### src/rtl/core/lpmr_pkg.sv
// Shared types, codes and constants of the length-prefixed message ring.
// No dependencies; imported by lpmr_gather and length_prefixed_message_ring.
package lpmr_pkg;

    localparam int BUF_BYTES_DEF = 1024;
    localparam int MAX_MSG_DEF   = 64;

    // Gathered length holds up to MAX_MSG + 1 (saturated) with MAX_MSG at most 64.
    localparam int LEN_W = 7;

    localparam logic [1:0] OP_PUT  = 2'd0;
    localparam logic [1:0] OP_GET  = 2'd1;
    localparam logic [1:0] OP_DROP = 2'd2;

    typedef enum logic [2:0] {
        ST_OK        = 3'd0,
        ST_NO_MSG    = 3'd1,
        ST_TOO_SMALL = 3'd2,
        ST_NO_SPACE  = 3'd3,
        ST_TOO_LONG  = 3'd4
    } t_status;

    typedef enum logic [3:0] {
        S_IDLE,
        S_RESULT,
        S_PUT_HDR0,
        S_PUT_HDR1,
        S_PUT_COPY,
        S_GET_H0,
        S_GET_H1,
        S_GET_CHK,
        S_GET_EMIT,
        S_DROP_CHK,
        S_DROP_H0,
        S_DROP_H1
    } t_state;

    // Length the current put byte closes with, and whether it exceeds MAX_MSG.
    typedef struct packed {
        logic [LEN_W-1:0] len;
        logic             too_long;
    } t_put_len;

    // Index width of a store of the given depth, at least one bit.
    function automatic int f_idx_w(input int depth);
        f_idx_w = (depth > 1) ? $clog2(depth) : 1;
    endfunction

endpackage

### src/rtl/core/lpmr_gather.sv
// Put-side gather stage: pending byte count and the assembly memory.
// Depends on lpmr_pkg; instantiated by length_prefixed_message_ring.
module lpmr_gather #(
    parameter int MAX_MSG = lpmr_pkg::MAX_MSG_DEF
) (
    input  logic                                  i_clk,
    input  logic                                  i_rst_n,
    input  logic                                  i_put,
    input  logic [7:0]                            i_byte,
    input  logic                                  i_last,
    input  logic                                  i_rd_en,
    input  logic [lpmr_pkg::f_idx_w(MAX_MSG)-1:0] i_rd_addr,
    output logic [7:0]                            o_rd_data,
    output lpmr_pkg::t_put_len                    o_len
);
    import lpmr_pkg::*;

    localparam int AW  = f_idx_w(MAX_MSG);
    localparam int PCW = $clog2(MAX_MSG + 2);

    logic [7:0]     r_asm [MAX_MSG];
    logic [7:0]     r_rd_data;
    logic [PCW-1:0] r_pending;
    logic [PCW-1:0] n_pending;
    logic [PCW-1:0] w_len;
    logic           w_store;

    // Saturate at MAX_MSG + 1 so an overlong message stays flagged.
    assign w_len   = (r_pending <= PCW'(MAX_MSG)) ? r_pending + 1'b1 : r_pending;
    assign w_store = i_put && (r_pending < PCW'(MAX_MSG));

    always_comb begin
        n_pending = r_pending;
        if (i_put) begin
            n_pending = i_last ? '0 : w_len;
        end
    end

    always_ff @(posedge i_clk) begin
        if (!i_rst_n) begin
            r_pending <= '0;
        end else begin
            r_pending <= n_pending;
        end
    end

    always_ff @(posedge i_clk) begin
        if (w_store) begin
            r_asm[r_pending[AW-1:0]] <= i_byte;
        end
        if (i_rd_en) begin
            r_rd_data <= r_asm[i_rd_addr];
        end
    end

    assign o_rd_data      = r_rd_data;
    assign o_len.len      = LEN_W'(w_len);
    assign o_len.too_long = (w_len > PCW'(MAX_MSG));

endmodule

### config.mk
export PLATFORM = sky130hd
export DESIGN_NAME = lpmr_gather
export DESIGN_NICKNAME = d
export VERILOG_FILES = /design/src/rtl/core/lpmr_pkg.sv /design/src/rtl/core/lpmr_gather.sv
export SDC_FILE = /design/constraint.sdc
export NUM_CORES = 1
export LEC_CHECK = 0
export CAP_MARGIN = 20
export CORE_ASPECT_RATIO = 0.5
export CORE_UTILIZATION = 30
export DETAILED_ROUTE_END_ITERATION = 6
export DONT_BUFFER_PORTS = 1
export PLACE_DENSITY = 0.56
export REMOVE_ABC_BUFFERS = 1
export SYNTH_ARGS = -nofsm -noshare
export SYNTH_HDL_FRONTEND = slang
export SYNTH_SLANG_ARGS = --single-unit
### constraint.sdc
create_clock -name i_clk -period 2.08 [get_ports i_clk]
set_input_delay 0.208 -clock i_clk [delete_from_list [all_inputs] [get_ports i_clk]]
set_output_delay 0.208 -clock i_clk [all_outputs]
set_load 0.01 [all_outputs]
==> summary.txt <==
TNS Setup -> -1.351 ns
fin crit period -> 2.506 ns
net switching power -> 0.004240 W
Total Power -> 0.02098 W
fin worst setup slack -> -0.4256 ns
Die H -> 187.1 um
Sw Ratio -> 20.21%
design area -> 24240 um2
Clock transition at path regs -> 0.06 ns
drt wl/cell -> 23.20 um
Setup CP Type -> reg2out
layout net count -> 1150
number of synthesized flops with an enable pin -> 520
Post-synth ARST share -> 0%
Post-DRT Antenna Nets -> 0
layout cells sized above 1 -> 29.05%
Mapped Area -> 20560 um2
final wirelength -> 47890 um
Max-slew headroom -> 52.09%
RSZ-0062 raised after global routing -> true
fin crit share -> 120.5%
root buffer cell -> clkbuf_16
Initial DRT Pass Iterations -> 5
RR Endpoint -> r_pending[2]
Pint -> 0.01674 W
Top FF cell, synth -> edfxtp_1
DP Worst Slack -> -0.02775 ns
R2R depth -> 8
vias post-DR -> 10155
Slew Limit Fails -> 0
reg2reg start -> r_pending[3]
Worst Setup EP -> o_len[0]
Worst setup EP type -> primary output
most frequent cells in the layout -> edfxtp_1, mux4_2, buf_4
Max Fanout on Critical Path -> 3
CTS max path bufs -> 3
H-tree Lvls -> 2
Remaining DRCs -> 0
Critical Path Start Type -> flip-flop
Clk pwr share -> 40.1%
CTS tree -> done
Starting Density -> 30.54%
commonest non-fill, non-tap cell in the layout -> edfxtp_1
Cell Rows -> 67
Tightest Hold Check Type -> in2reg
Via density -> 4.920
max frequency -> 399.1 MHz
synth warn -> 0
Cells after Synth -> 989
Hold Fails Final Rpt -> 0
syn avg cell area -> 20.79 um2
core footprint -> 67320 um2
Die X -> 372.2 um
Die ar. -> 69640 um2
logic gate share of total power -> 4.0%
I/O pin total -> 35
status -> complete, but fails checks
Antenna diodes -> 0
maximum vdd drop -> 0.5024 mV
register bit total from synthesis -> 527
Final HPWL DP -> 27670 um
Tot GR Track Use -> 13.73%
GPL Wtd Cong -> 0.7978
Crit path required time -> 1.87 ns
Lkg Pwr -> 7.643 nW
Layout area overhead -> 17.93%
first-pass GRT wire length -> 70280 um
drt initial violations -> 878
Reg2Reg Setup Slack -> -0.23 ns
IO buf count -> 0
# setup viols final -> 5
vias in the first global route -> 10497
Critical Path AT -> 2.30 ns
CP Launch Point -> r_pending[3]
largest net degree at the start of global routing -> 123
Final Skew -> 0.01457 ns
total grt overflow -> 0
worst slew pin tran -> 0.7112 ns
placed cell area -> 22180 um2
Clock Sinks -> 527
Synth cell types -> 44
register area share after synthesis -> 76.64%
total CTS buffers -> 51
sequential share of power -> 55.9%
Pwr per Cell Area -> 865.3 nW/um2
worst skew pair latency -> 0.58 ns
initial antenna violation count -> 1
max-cap viol count -> 0
failing checks -> setup timing
[how the worst min path moves through the flow]
stage	startpoint	to	slack [ns]	cells after the start
3_5_place_dp	i_byte[7]	r_asm[35][7]	0.31	0
4_1_cts	i_byte[4]	r_asm[54][4]	0.004	1
3_3_place_gp	i_byte[7]	r_asm[0][7]	0.31	0
5_1_grt	i_byte[0]	r_asm[56][0]	0.006	1
6_report	i_byte[0]	r_asm[56][0]	0.02	1
2_1_floorplan	i_byte[0]	r_asm[0][0]	0.31	0
[sequential cells by signal (all words and copies together) (netlist names)]
| name | flops |
|---|---|
| r_asm | 512 |
| o_rd_data | 8 |
| r_pending | 7 |
[cell type report]
type / count / area (um2)
fillers: 6141 / 43070
multi-input cells: 399 / 4564
clock buffers: 66 / 1375
flip-flops and latches: 527 / 15770
clock inverters: 25 / 116.4
well taps: 897 / 1122
repair buffers: 139 / 1252
inverters: 11 / 41.29
[cell usage after synthesis (5+ instances only)]
master	instances	area, um2
edfxtp_1	520	15610
nand3_1	11	55.05
nor2_1	82	307.8
a21oi_1	14	70.07
o221ai_1	10	87.58
a32o_1	5	50.05
inv_1	11	41.29
mux2i_1	23	230.2
dfxtp_1	7	140.1
clkbuf_1	18	67.56
o21ai_0	16	80.08
buf_4	5	37.54
buf_2	23	115.1
a221oi_1	6	52.55
a22oi_1	5	37.54
and2_1	5	31.28
nand2_1	20	75.07
nor2b_1	11	68.82
o22ai_1	15	93.84
nand3b_1	5	37.54
mux4_2	128	2883
nand2b_1	5	31.28
[per-layer routing]
layer,vias to the layer above,track usage (%),part of all wire [%]
met3,52,2.589,6.5
met4,0,3.074,1.6
met1,5414,18.72,42
li1,4380,-,-
met5,-,0,0
met2,309,22.73,49
[critical path, stage by stage, from the launching register on]
cell and delay [ns]:
dfxtp_2 0.32, or3_4 0.41, o21ai_4 0.23, xnor2_2 0.10
or3_1 0.31, o31a_1 0.34
[stage by stage]
| step | instances | utilization (%) | hold WS (ns) |
|---|---|---|---|
| 3_5_place_dp | 1936 | 32.95 | 0.3109 |
| 2_1_floorplan | 937 | - | 0.3069 |
| 6_report | 2064 | 36.02 | 0.02254 |
| 5_1_grt | 2064 | 36.02 | 0.006115 |
| 4_1_cts | 2058 | 35.86 | 0.004315 |
| 3_3_place_gp | 1936 | 32.95 | 0.3118 |
[power by group through the flow]
stage	Clock [W]	Combinational (W)	Sequential [W]
after floorplan	0	0.000404	0.0119
after global placement	0	0.000578	0.0120
after detailed placement	0	0.000578	0.0120
after CTS	0.00859	0.000841	0.0117
after global routing	0.00899	0.000889	0.0117
final	0.00841	0.000843	0.0117
[logic make-up (layout without fill, tap and decap cells)]
family	after synthesis	count (layout)	synth area share, %
xor gates and xnor gates	5	5	0.2131
DFF	527	527	76.64
and+or+nand+nor	157	157	3.548
adders and majority gates	2	2	0.1217
buffers and inverters	63	241	1.491
AOI/OAI and AO/OA	82	82	2.739
muxes	153	153	15.25
[what timing repair did]
| item | in CTS | in global routing |
|---|---|---|
| pin swaps | 6 | 6 |
| hold buffers | 23 | 0 |
| endpoints found under the setup margin | 13 | 7 |
| resized for setup | 12 | 16 |
| hold endpoints to repair | 532 | 0 |
| buffers inserted | 8 | 7 |
Note: power is estimated with default switching activity, not from simulation.
